### src/sv/tnid_pkg.sv
// Shared types and constants of the newline and indentation detector.
`default_nettype none
package tnid_pkg;

  // Configuration port geometry.
  localparam int unsigned ADDR_W = 5;
  localparam int unsigned DATA_W = 32;

  // Fixed field widths.
  localparam int unsigned CP_W        = 22;
  localparam int unsigned BYTES_W     = 3;
  localparam int unsigned LIMIT_W     = 25;
  localparam int unsigned SPACE_RUN_W = 8;

  // Characters that matter to the scan.
  localparam logic [CP_W-1:0] CH_NUL   = 22'd0;
  localparam logic [CP_W-1:0] CH_TAB   = 22'd9;
  localparam logic [CP_W-1:0] CH_LF    = 22'd10;
  localparam logic [CP_W-1:0] CH_CR    = 22'd13;
  localparam logic [CP_W-1:0] CH_SPACE = 22'd32;

  localparam logic [SPACE_RUN_W-1:0] MIN_WIDTH_RESET = 8'd8;
  localparam logic [SPACE_RUN_W-1:0] SPACE_RUN_MAX   = 8'd255;

  // Register reset values.
  localparam logic [LIMIT_W-1:0] SCAN_LIMIT_RESET  = 25'd1048576;
  localparam logic [7:0]         PRIOR_WIDTH_RESET = 8'd4;

  typedef enum logic [2:0] {
    REG_SCAN_LIMIT     = 3'd0,
    REG_FORCED_NEWLINE = 3'd1,
    REG_FORCED_INDENT  = 3'd2,
    REG_FORCED_WIDTH   = 3'd3,
    REG_PRIOR_WIDTH    = 3'd4
  } reg_idx_e;

  typedef enum logic [1:0] {
    NL_AUTO = 2'd0,
    NL_LF   = 2'd1,
    NL_CR   = 2'd2,
    NL_CRLF = 2'd3
  } newline_e;

  // Indent kind of one line, and the reported indent style.
  typedef enum logic [1:0] {
    IND_NONE  = 2'd0,
    IND_TAB   = 2'd1,
    IND_SPACE = 2'd2,
    IND_MIXED = 2'd3
  } indent_e;

  typedef struct packed {
    logic [LIMIT_W-1:0] scan_limit;
    logic [1:0]         forced_newline;
    logic [1:0]         forced_indent;
    logic [7:0]         forced_width;
    logic [7:0]         prior_width;
  } cfg_t;

endpackage
`default_nettype wire

### src/sv/text_newline_indent_detector.sv
// Top level of the newline and indentation detector.
//
// The block takes one decoded character per transfer (codepoint, its byte length in
// the source, and a flag on the last character of the document) and accepts a new
// character in every clock cycle. It counts CR, LF and CRLF line ends, classifies each
// line's leading whitespace as tab, space or mixed, and keeps the shortest nonzero
// leading space run (starting from 8). Characters are ignored after two NULs in a row
// (a NUL as the first character counts as following one) and once the byte offset
// reaches scan_limit. The final character produces exactly one result: newline style,
// indent style and indent width by threefold-majority rules, with the forced_* register
// overrides applied; the scan state then returns to its reset value for the next
// document. Other characters produce no result. The scan state behind the input
// register is updated once per character. A result passes from the input register
// through the snapshot register into the output register and is held until taken.
// Meanwhile further characters are still accepted. The snapshot register behind the
// scan holds the counts of one more document, so the input stalls only when a third
// final character reaches the scan while an untaken result and a pending snapshot
// are both ahead of it.
`default_nettype none
module text_newline_indent_detector #(
  parameter int unsigned COUNT_BITS = 25
) (
  input  wire logic                             clk_i,
  input  wire logic                             rst_ni,
  // Character stream.
  input  wire logic                             in_valid_i,
  output logic                                  in_ready_o,
  input  wire logic [tnid_pkg::CP_W-1:0]        codepoint_i,
  input  wire logic [tnid_pkg::BYTES_W-1:0]     byte_count_i,
  input  wire logic                             final_item_i,
  // Result stream.
  output logic                                  out_valid_o,
  input  wire logic                             out_ready_i,
  output logic      [1:0]                       newline_style_o,
  output logic      [1:0]                       indent_style_o,
  output logic      [7:0]                       indent_width_o,
  // Configuration port.
  input  wire logic                             psel,
  input  wire logic                             penable,
  input  wire logic                             pwrite,
  input  wire logic [tnid_pkg::ADDR_W-1:0]      paddr,
  input  wire logic [tnid_pkg::DATA_W-1:0]      pwdata,
  output logic      [tnid_pkg::DATA_W-1:0]      prdata,
  output logic                                  pready
);

  tnid_pkg::cfg_t                   cfg;
  logic                             snap_valid;
  logic                             snap_ready;
  logic [COUNT_BITS-1:0]            snap_cr, snap_lf, snap_crlf, snap_tab, snap_space;
  logic [tnid_pkg::SPACE_RUN_W-1:0] snap_min_width;

  // Register file; the user must write it only while no document is in flight, which the block does not enforce.
  tnid_regs u_regs (
    .clk_i   (clk_i),
    .rst_ni  (rst_ni),
    .psel    (psel),
    .penable (penable),
    .pwrite  (pwrite),
    .paddr   (paddr),
    .pwdata  (pwdata),
    .prdata  (prdata),
    .pready  (pready),
    .cfg_o   (cfg)
  );

  // Input register and scan state. On the final character it hands the updated
  // counts over as a snapshot and clears itself in the same cycle.
  tnid_scan #(
    .COUNT_BITS (COUNT_BITS)
  ) u_scan (
    .clk_i            (clk_i),
    .rst_ni           (rst_ni),
    .in_valid_i       (in_valid_i),
    .in_ready_o       (in_ready_o),
    .codepoint_i      (codepoint_i),
    .byte_count_i     (byte_count_i),
    .final_item_i     (final_item_i),
    .cfg_i            (cfg),
    .snap_ready_i     (snap_ready),
    .snap_valid_o     (snap_valid),
    .snap_cr_o        (snap_cr),
    .snap_lf_o        (snap_lf),
    .snap_crlf_o      (snap_crlf),
    .snap_tab_o       (snap_tab),
    .snap_space_o     (snap_space),
    .snap_min_width_o (snap_min_width)
  );

  // Snapshot register, majority decision and result register.
  tnid_decide #(
    .COUNT_BITS (COUNT_BITS)
  ) u_decide (
    .clk_i            (clk_i),
    .rst_ni           (rst_ni),
    .cfg_i            (cfg),
    .snap_valid_i     (snap_valid),
    .snap_ready_o     (snap_ready),
    .snap_cr_i        (snap_cr),
    .snap_lf_i        (snap_lf),
    .snap_crlf_i      (snap_crlf),
    .snap_tab_i       (snap_tab),
    .snap_space_i     (snap_space),
    .snap_min_width_i (snap_min_width),
    .out_valid_o      (out_valid_o),
    .out_ready_i      (out_ready_i),
    .newline_style_o  (newline_style_o),
    .indent_style_o   (indent_style_o),
    .indent_width_o   (indent_width_o)
  );

endmodule
`default_nettype wire

### src/sv/tnid_regs.sv
// Configuration registers of the detector behind an APB-style port.
`default_nettype none
module tnid_regs (
  input  wire logic                         clk_i,
  input  wire logic                         rst_ni,
  input  wire logic                         psel,
  input  wire logic                         penable,
  input  wire logic                         pwrite,
  input  wire logic [tnid_pkg::ADDR_W-1:0]  paddr,
  input  wire logic [tnid_pkg::DATA_W-1:0]  pwdata,
  output logic      [tnid_pkg::DATA_W-1:0]  prdata,
  output logic                              pready,
  output tnid_pkg::cfg_t                    cfg_o
);

  tnid_pkg::cfg_t   cfg_q;
  tnid_pkg::reg_idx_e idx;
  logic             wr_en;

  assign idx    = tnid_pkg::reg_idx_e'(paddr[tnid_pkg::ADDR_W-1:2]);
  assign wr_en  = psel && penable && pwrite;
  assign pready = 1'b1;
  assign cfg_o  = cfg_q;

  always_ff @(posedge clk_i or negedge rst_ni) begin
    if (!rst_ni) begin
      cfg_q.scan_limit     <= tnid_pkg::SCAN_LIMIT_RESET;
      cfg_q.forced_newline <= 2'd0;
      cfg_q.forced_indent  <= 2'd0;
      cfg_q.forced_width   <= 8'd0;
      cfg_q.prior_width    <= tnid_pkg::PRIOR_WIDTH_RESET;
    end else if (wr_en) begin
      case (idx)
        tnid_pkg::REG_SCAN_LIMIT:     cfg_q.scan_limit <= pwdata[tnid_pkg::LIMIT_W-1:0];
        tnid_pkg::REG_FORCED_NEWLINE: cfg_q.forced_newline <= pwdata[1:0];
        tnid_pkg::REG_FORCED_INDENT:  cfg_q.forced_indent <= pwdata[1:0];
        tnid_pkg::REG_FORCED_WIDTH:   cfg_q.forced_width <= pwdata[7:0];
        tnid_pkg::REG_PRIOR_WIDTH:    cfg_q.prior_width <= pwdata[7:0];
        default: ;
      endcase
    end
  end

  always_comb begin
    prdata = '0;
    case (idx)
      tnid_pkg::REG_SCAN_LIMIT:     prdata = tnid_pkg::DATA_W'(cfg_q.scan_limit);
      tnid_pkg::REG_FORCED_NEWLINE: prdata = tnid_pkg::DATA_W'(cfg_q.forced_newline);
      tnid_pkg::REG_FORCED_INDENT:  prdata = tnid_pkg::DATA_W'(cfg_q.forced_indent);
      tnid_pkg::REG_FORCED_WIDTH:   prdata = tnid_pkg::DATA_W'(cfg_q.forced_width);
      tnid_pkg::REG_PRIOR_WIDTH:    prdata = tnid_pkg::DATA_W'(cfg_q.prior_width);
      default:                      prdata = '0;
    endcase
  end

endmodule
`default_nettype wire

### src/sv/tnid_scan.sv
// Input register and per-character scan state: line ends, indentation, byte offset.
`default_nettype none
module tnid_scan #(
  parameter int unsigned COUNT_BITS = 25
) (
  input  wire logic                             clk_i,
  input  wire logic                             rst_ni,
  input  wire logic                             in_valid_i,
  output logic                                  in_ready_o,
  input  wire logic [tnid_pkg::CP_W-1:0]        codepoint_i,
  input  wire logic [tnid_pkg::BYTES_W-1:0]     byte_count_i,
  input  wire logic                             final_item_i,
  input  wire tnid_pkg::cfg_t                   cfg_i,
  input  wire logic                             snap_ready_i,
  output logic                                  snap_valid_o,
  output logic      [COUNT_BITS-1:0]            snap_cr_o,
  output logic      [COUNT_BITS-1:0]            snap_lf_o,
  output logic      [COUNT_BITS-1:0]            snap_crlf_o,
  output logic      [COUNT_BITS-1:0]            snap_tab_o,
  output logic      [COUNT_BITS-1:0]            snap_space_o,
  output logic      [tnid_pkg::SPACE_RUN_W-1:0] snap_min_width_o
);

  localparam int unsigned CMP_W =
      (COUNT_BITS > tnid_pkg::LIMIT_W) ? COUNT_BITS : tnid_pkg::LIMIT_W;

  function automatic logic [COUNT_BITS-1:0] sat_inc(input logic [COUNT_BITS-1:0] v);
    return (&v) ? v : v + COUNT_BITS'(1);
  endfunction

  // Input register.
  logic                         a_valid_q;
  logic [tnid_pkg::CP_W-1:0]    a_cp_q;
  logic [tnid_pkg::BYTES_W-1:0] a_bytes_q;
  logic                         a_final_q;
  logic                         a_go;

  // Scan state. Only two facts about the previous character are ever needed.
  logic                             prev_cr_q, prev_cr_d;
  logic                             prev_nul_q, prev_nul_d;
  logic                             line_start_q, line_start_d;
  logic [tnid_pkg::SPACE_RUN_W-1:0] space_run_q, space_run_d;
  tnid_pkg::indent_e                kind_q, kind_d;
  logic [COUNT_BITS-1:0]            cr_q, cr_d;
  logic [COUNT_BITS-1:0]            lf_q, lf_d;
  logic [COUNT_BITS-1:0]            crlf_q, crlf_d;
  logic [COUNT_BITS-1:0]            tab_q, tab_d;
  logic [COUNT_BITS-1:0]            space_q, space_d;
  logic [tnid_pkg::SPACE_RUN_W-1:0] min_width_q, min_width_d;
  logic [COUNT_BITS-1:0]            offset_q, offset_d;
  logic                             halted_q, halted_d;

  logic                  active;
  logic                  is_tab, is_space, is_cr, is_lf, is_nul;
  logic [CMP_W-1:0]      off_ext, lim_ext;
  logic [COUNT_BITS:0]   off_sum;

  assign a_go        = a_valid_q && (!a_final_q || snap_ready_i);
  assign in_ready_o  = !a_valid_q || a_go;
  assign snap_valid_o = a_go && a_final_q;

  always_ff @(posedge clk_i or negedge rst_ni) begin
    if (!rst_ni) begin
      a_valid_q <= 1'b0;
    end else if (in_ready_o) begin
      a_valid_q <= in_valid_i;
    end
  end

  always_ff @(posedge clk_i) begin
    if (in_ready_o && in_valid_i) begin
      a_cp_q    <= codepoint_i;
      a_bytes_q <= byte_count_i;
      a_final_q <= final_item_i;
    end
  end

  assign is_tab   = (a_cp_q == tnid_pkg::CH_TAB);
  assign is_space = (a_cp_q == tnid_pkg::CH_SPACE);
  assign is_cr    = (a_cp_q == tnid_pkg::CH_CR);
  assign is_lf    = (a_cp_q == tnid_pkg::CH_LF);
  assign is_nul   = (a_cp_q == tnid_pkg::CH_NUL);

  assign off_ext = CMP_W'(offset_q);
  assign lim_ext = CMP_W'(cfg_i.scan_limit);
  assign active  = !halted_q && (off_ext < lim_ext);
  assign off_sum = {1'b0, offset_q} + (COUNT_BITS + 1)'(a_bytes_q);

  always_comb begin
    prev_cr_d    = prev_cr_q;
    prev_nul_d   = prev_nul_q;
    line_start_d = line_start_q;
    space_run_d  = space_run_q;
    kind_d       = kind_q;
    cr_d         = cr_q;
    lf_d         = lf_q;
    crlf_d       = crlf_q;
    tab_d        = tab_q;
    space_d      = space_q;
    min_width_d  = min_width_q;
    offset_d     = offset_q;
    halted_d     = halted_q;

    if (active) begin
      if (prev_nul_q && is_nul) begin
        halted_d = 1'b1;
      end else begin
        if (is_tab && line_start_q) begin
          kind_d = (kind_q == tnid_pkg::IND_NONE || kind_q == tnid_pkg::IND_TAB)
                   ? tnid_pkg::IND_TAB : tnid_pkg::IND_MIXED;
        end else if (is_space && line_start_q) begin
          kind_d = (kind_q == tnid_pkg::IND_NONE || kind_q == tnid_pkg::IND_SPACE)
                   ? tnid_pkg::IND_SPACE : tnid_pkg::IND_MIXED;
          if (space_run_q != tnid_pkg::SPACE_RUN_MAX) begin
            space_run_d = space_run_q + 8'd1;
          end
        end else if (is_cr || is_lf) begin
          if (kind_q == tnid_pkg::IND_TAB) begin
            tab_d = sat_inc(tab_q);
          end else if (kind_q == tnid_pkg::IND_SPACE) begin
            space_d = sat_inc(space_q);
            if (space_run_q != 8'd0 && space_run_q < min_width_q) begin
              min_width_d = space_run_q;
            end
          end
          line_start_d = 1'b1;
          space_run_d  = 8'd0;
          kind_d       = tnid_pkg::IND_NONE;
        end else begin
          line_start_d = 1'b0;
        end

        // A CR is counted only once the next character shows whether an LF follows.
        if (prev_cr_q) begin
          if (is_lf) begin
            crlf_d = sat_inc(crlf_q);
          end else begin
            cr_d = sat_inc(cr_q);
          end
        end else if (is_lf) begin
          lf_d = sat_inc(lf_q);
        end

        prev_cr_d  = is_cr;
        prev_nul_d = is_nul;
        offset_d   = off_sum[COUNT_BITS] ? '1 : off_sum[COUNT_BITS-1:0];
      end
    end
  end

  assign snap_cr_o        = cr_d;
  assign snap_lf_o        = lf_d;
  assign snap_crlf_o      = crlf_d;
  assign snap_tab_o       = tab_d;
  assign snap_space_o     = space_d;
  assign snap_min_width_o = min_width_d;

  always_ff @(posedge clk_i or negedge rst_ni) begin
    if (!rst_ni) begin
      prev_cr_q    <= 1'b0;
      prev_nul_q   <= 1'b1;
      line_start_q <= 1'b1;
      space_run_q  <= '0;
      kind_q       <= tnid_pkg::IND_NONE;
      cr_q         <= '0;
      lf_q         <= '0;
      crlf_q       <= '0;
      tab_q        <= '0;
      space_q      <= '0;
      min_width_q  <= tnid_pkg::MIN_WIDTH_RESET;
      offset_q     <= '0;
      halted_q     <= 1'b0;
    end else if (a_go) begin
      if (a_final_q) begin
        // The document ends here: start the next one from a clean state.
        prev_cr_q    <= 1'b0;
        prev_nul_q   <= 1'b1;
        line_start_q <= 1'b1;
        space_run_q  <= '0;
        kind_q       <= tnid_pkg::IND_NONE;
        cr_q         <= '0;
        lf_q         <= '0;
        crlf_q       <= '0;
        tab_q        <= '0;
        space_q      <= '0;
        min_width_q  <= tnid_pkg::MIN_WIDTH_RESET;
        offset_q     <= '0;
        halted_q     <= 1'b0;
      end else begin
        prev_cr_q    <= prev_cr_d;
        prev_nul_q   <= prev_nul_d;
        line_start_q <= line_start_d;
        space_run_q  <= space_run_d;
        kind_q       <= kind_d;
        cr_q         <= cr_d;
        lf_q         <= lf_d;
        crlf_q       <= crlf_d;
        tab_q        <= tab_d;
        space_q      <= space_d;
        min_width_q  <= min_width_d;
        offset_q     <= offset_d;
        halted_q     <= halted_d;
      end
    end
  end

endmodule
`default_nettype wire

### src/sv/tnid_decide.sv
// Snapshot register and majority decision with user overrides into the result register.
`default_nettype none
module tnid_decide #(
  parameter int unsigned COUNT_BITS = 25
) (
  input  wire logic                             clk_i,
  input  wire logic                             rst_ni,
  input  wire tnid_pkg::cfg_t                   cfg_i,
  input  wire logic                             snap_valid_i,
  output logic                                  snap_ready_o,
  input  wire logic [COUNT_BITS-1:0]            snap_cr_i,
  input  wire logic [COUNT_BITS-1:0]            snap_lf_i,
  input  wire logic [COUNT_BITS-1:0]            snap_crlf_i,
  input  wire logic [COUNT_BITS-1:0]            snap_tab_i,
  input  wire logic [COUNT_BITS-1:0]            snap_space_i,
  input  wire logic [tnid_pkg::SPACE_RUN_W-1:0] snap_min_width_i,
  output logic                                  out_valid_o,
  input  wire logic                             out_ready_i,
  output logic      [1:0]                       newline_style_o,
  output logic      [1:0]                       indent_style_o,
  output logic      [7:0]                       indent_width_o
);

  localparam int unsigned W = COUNT_BITS + 3;

  // True when a exceeds three times the sum of b and c.
  function automatic logic over_three(input logic [COUNT_BITS-1:0] a,
                                      input logic [COUNT_BITS-1:0] b,
                                      input logic [COUNT_BITS-1:0] c);
    logic [COUNT_BITS:0] s;
    logic [W-1:0]        t;
    s = {1'b0, b} + {1'b0, c};
    t = W'({s, 1'b0}) + W'(s);
    return W'(a) > t;
  endfunction

  logic                             b_valid_q;
  logic [COUNT_BITS-1:0]            b_cr_q, b_lf_q, b_crlf_q, b_tab_q, b_space_q;
  logic [tnid_pkg::SPACE_RUN_W-1:0] b_min_width_q;
  logic                             b_move;

  logic                             c_valid_q;
  logic                             c_load;
  logic [1:0]                       c_nl_q, c_style_q;
  logic [7:0]                       c_width_q;

  tnid_pkg::newline_e nl_d;
  tnid_pkg::indent_e  style_d;
  logic [7:0]         width_d;

  assign c_load       = !c_valid_q || out_ready_i;
  assign b_move       = b_valid_q && c_load;
  assign snap_ready_o = !b_valid_q || b_move;

  always_ff @(posedge clk_i or negedge rst_ni) begin
    if (!rst_ni) begin
      b_valid_q <= 1'b0;
      c_valid_q <= 1'b0;
    end else begin
      if (snap_ready_o) begin
        b_valid_q <= snap_valid_i;
      end
      if (c_load) begin
        c_valid_q <= b_valid_q;
      end
    end
  end

  always_ff @(posedge clk_i) begin
    if (snap_ready_o && snap_valid_i) begin
      b_cr_q        <= snap_cr_i;
      b_lf_q        <= snap_lf_i;
      b_crlf_q      <= snap_crlf_i;
      b_tab_q       <= snap_tab_i;
      b_space_q     <= snap_space_i;
      b_min_width_q <= snap_min_width_i;
    end
    if (b_move) begin
      c_nl_q    <= nl_d;
      c_style_q <= style_d;
      c_width_q <= width_d;
    end
  end

  always_comb begin
    if (over_three(b_crlf_q, b_cr_q, b_lf_q)) begin
      nl_d = tnid_pkg::NL_CRLF;
    end else if (over_three(b_cr_q, b_crlf_q, b_lf_q)) begin
      nl_d = tnid_pkg::NL_CR;
    end else if (over_three(b_lf_q, b_crlf_q, b_cr_q)) begin
      nl_d = tnid_pkg::NL_LF;
    end else begin
      nl_d = tnid_pkg::NL_AUTO;
    end
    if (cfg_i.forced_newline != 2'd0) begin
      nl_d = tnid_pkg::newline_e'(cfg_i.forced_newline);
    end

    width_d = (cfg_i.prior_width == 8'd0) ? 8'd1 : cfg_i.prior_width;
    if (over_three(b_tab_q, b_space_q, '0)) begin
      style_d = tnid_pkg::IND_TAB;
    end else if (over_three(b_space_q, b_tab_q, '0)) begin
      style_d = tnid_pkg::IND_SPACE;
      width_d = b_min_width_q;
    end else begin
      style_d = tnid_pkg::IND_NONE;
    end
    if (cfg_i.forced_indent == tnid_pkg::IND_TAB || cfg_i.forced_indent == tnid_pkg::IND_SPACE) begin
      style_d = tnid_pkg::indent_e'(cfg_i.forced_indent);
    end
    if (cfg_i.forced_width != 8'd0) begin
      width_d = cfg_i.forced_width;
    end
  end

  assign out_valid_o     = c_valid_q;
  assign newline_style_o = c_nl_q;
  assign indent_style_o  = c_style_q;
  assign indent_width_o  = c_width_q;

endmodule
`default_nettype wire

### config.mk
export PLATFORM = sky130hd
export DESIGN_NAME = text_newline_indent_detector
export DESIGN_NICKNAME = d
export VERILOG_FILES = /design/src/sv/tnid_pkg.sv /design/src/sv/text_newline_indent_detector.sv /design/src/sv/tnid_regs.sv /design/src/sv/tnid_scan.sv /design/src/sv/tnid_decide.sv
export SDC_FILE = /design/constraint.sdc
export NUM_CORES = 1
export LEC_CHECK = 0
export ABC_AREA = 0
export BUFFER_PORTS_ARGS = -buffer_cell sky130_fd_sc_hd__buf_4
export CAP_MARGIN = 10
export CORE_ASPECT_RATIO = 0.7
export CORE_UTILIZATION = 55
export CTS_CLUSTER_SIZE = 10
export DETAILED_ROUTE_END_ITERATION = 16
export PLACE_DENSITY = 0.83
export REMOVE_ABC_BUFFERS = 1
export SYNTH_ARGS = -nofsm -noshare
export SYNTH_HDL_FRONTEND = slang
export SYNTH_SLANG_ARGS = --single-unit
### constraint.sdc
create_clock -name clk_i -period 11.2 [get_ports clk_i]
set_input_delay 2.24 -clock clk_i [delete_from_list [all_inputs] [get_ports clk_i]]
set_output_delay 2.24 -clock clk_i [all_outputs]
set_load 0.02 [all_outputs]
==> run metrics <==
status finished clean; Worst Path Arrival 8.02 ns; largest net degree at the start of global routing 87; global-route wire length before repair 131000 um; worst flop-to-flop path startpoint u_decide.b_lf_q[0]; Syn. warnings 0; post-route insts no fill 4354; Die H 204 um; number of port buffers approximately 100; initial antenna violation count 0; CP max stage delay about 0.44 ns; number of synthesized register bits 391; DR pass1 iterations 6; placed insts about 4.3k; Core Region 57100 sq um; share of the synthesized area in the top cell type between 10% and 20%; Worst R2R Path Depth 37; worst r2r dst u_decide.newline_style_o[0]; Total GRT Usage 27.3%; fmax about 130 MHz; total grt overflow 0; CTS max path bufs 3; crit path to u_decide.newline_style_o[0]; Starting Density between 50% and 60%; register area roughly 11000 sq um; area leader, netlist dfrtp_1; vias in the first global route between 20k and 25k; Setup Viol. Count Final 0; CTS tree built; Design Power between 5000 and 6000 uW; Top FF cell, synth dfrtp_1; Via density ~6.3; post-CTS setup repair buffer count 0; startpoint types flip-flop; Final Net Count ~4.0k; synthesized area per cell between 9 and 10 sq um; post-DP HPWL a little over 60000 um; worst skew pair latency approximately 0.58 ns; Leak Pwr approximately 0.015 uW; hold_sp u_scan.lf_q[16]; wire length per cell 19.0 um; area of the die 59100 sq um; Post-Syn Area ~32000 sq um; TritonCTS Buffers 45; clk slew on worst S/H paths 0.07 ns; PwrDens 150 nW/um^2; post-route ant nets 0; final setup TNS 0 ns; met3 GRT Util under 10%; Worst Hold Depth 1; synth unique cells 92; Global Route met2 Usage approximately two fifths; fraction of layout cells with a size suffix above 1 6.94%; final WL a little over 80000 um; cell mode on critical path o21ai_0; clock tree skew after final layout between 0.02 and 0.03 ns; I/O pins approximately 120; Root Driver clkbuf_16; Slew @ Worst Pin approximately 1.3 ns; CP required ~12 ns; fill count approximately 4.7k; final worst-path cycle share 68.7%; Iteration-0 DRC Markers roughly 2.9k; post-CTS resize count 0; worst vdd ir roughly 0.12 mV; DR DRC count 0; RSZ-0062 raised after global routing false; gr busiest metal met1; Levels on crit path 37; Synth async-reset ratio between 50% and 60%; delay-heaviest family, CP compound AO/OA/AOI/OAI gates; Die Wd about 290 um; H-tree depth 2; Placer Congestion ~0.95; EDFF count, synth between 150 and 200; Site Rows between 70 and 80; Area contributors post-synth dfrtp_1 17%, edfxtp_1 16%, ha_1 14%, o21ai_0 4.8%, xnor2_1 4.3%; Slowest cell on crit path o41a_1; multi-input combinational cell area 20300 sq um; sequential area share after synthesis between 30% and 40%; Slew Limit Fails 0; Final Hold Viols 0; Vias approximately 27k; register-to-register setup slack roughly 3.5 ns; Rel. slew slack between 15 and 20%; MaxCap Viol Count 0; Area growth, synth to finish 8.34%; crit path from u_decide.b_lf_q[0]; Min Clock Period, post-route ~7.7 ns; met1 usage 42.0%; Hold-fix buffers, CTS 0; Ant. Diodes 0; worst hold path class reg -> reg; worst-path maximum fanout 5; Sink Count ~390; CP Class reg -> reg; WP buf/inv 1; Mapped Cells 3525; crit path capture type flip-flop
cells by family (layout without fill, tap and decap cells):
logic type               after synthesis  count (layout)  synth area share (%)
other                                  2               8                0.0235
AO/OA/AOI/OAI                       1024            1024                  20.5
adder cells (fa/ha/maj)              380             380                  15.1
XOR/XNOR                             285             285                  7.81
multiplexers                          83              83                  2.69
AND/OR/NAND/NOR                     1098            1098                  17.3
buffers and inverters                262             335                  3.27
flip-flops                           391             391                  33.3
cell type report:
type / instances / area share, %
well taps: 750 / 2.71
flip-flops and latches: 391 / 30.8
clock buffers: 80 / 3.66
multi-input cells: 2878 / 58.7
inverters: 135 / 1.47
clock inverters: 4 / 0.217
repair buffers: 116 / 2.53
state kept, by name, indices dropped and copies added, names as in the netlist, 2 cells and up:
register / cells
u_scan.cr_q: 25
u_scan.space_run_q: 8
u_decide.b_tab_q: 25
u_decide.b_cr_q: 25
u_scan.space_q: 25
u_scan.tab_q: 25
u_scan.min_width_q: 8
u_decide.b_lf_q: 25
u_scan.off_ext: 25
u_decide.b_space_q: 25
u_decide.indent_style_o: 2
u_decide.newline_style_o: 2
u_decide.b_min_width_q: 8
u_scan.crlf_q: 25
u_regs.cfg_o: 45
u_scan.lf_q: 25
u_decide.indent_width_o: 8
u_scan.kind_q: 2
u_decide.b_crlf_q: 25
u_scan.a_bytes_q: 3
u_scan.a_cp_q: 22
worst min-delay path by stage:
stage                            to
floorplan           u_scan.lf_q[16]
global placement    u_scan.lf_q[16]
detailed placement  u_scan.lf_q[16]
CTS                 u_scan.lf_q[16]
global route        u_scan.lf_q[16]
finish              u_scan.lf_q[16]
metal layers:
metal | up-vias | part of all wire, %
li1 | 13100 | -
met1 | 12900 | 48
met2 | 1219 | 41
met3 | 123 | 9.7
met4 | 0 | 1.8
met5 | - | 0
power breakdown:
group | switching, uW | internal [uW]
registers | 108 | 1610
logic | 1210 | 907
clock network | 591 | 770
cell usage in the layout (no fill, tap or decap), types with 45 or more instances in the layout:
cell and n:
inv_1 133, o21ai_0 304, and3_1 85, a21oi_1 230, a31oi_1 53, clkbuf_16 45, nor2_1 207, mux2i_1 61
nand3_1 113, ha_1 369, buf_4 114, nor2b_1 64, dfrtp_1 215, edfxtp_1 171, nand4_1 61, a21o_1 146
nand2_1 288, xor2_1 129, nor3_1 74, xnor2_1 156, nand2b_1 49
through the flow:
step	utilization, %	instance area, sq um	hold WS (ns)	setup WS [ns]
floorplan	-	31400	0.424	4.43
global placement	58.3	33300	0.441	3.93
detailed placement	58.3	33300	0.444	3.74
CTS	60.6	34600	0.458	3.64
global route	60.6	34600	0.482	2.80
finish	60.6	34600	0.458	3.51
Yosys cell counts (all sizes together) (16+ instances only):
cell / count
nor2: 207
a31oi: 53
or3: 19
buf: 33
a211oi: 26
xor2: 129
nand3: 113
inv: 135
and3: 85
o31ai: 34
dfrtp: 215
xnor2: 156
mux2i: 61
nor3: 82
o211ai: 18
and2: 29
o21ai: 316
edfxtp: 171
nand2: 291
o21a: 31
nor2b: 65
a21oi: 232
nand4: 62
o21bai: 34
and4: 16
a21o: 147
clkbuf: 94
nor4: 34
mux2: 22
ha: 369
nand2b: 49
Power figures use the tool's default switching activity.
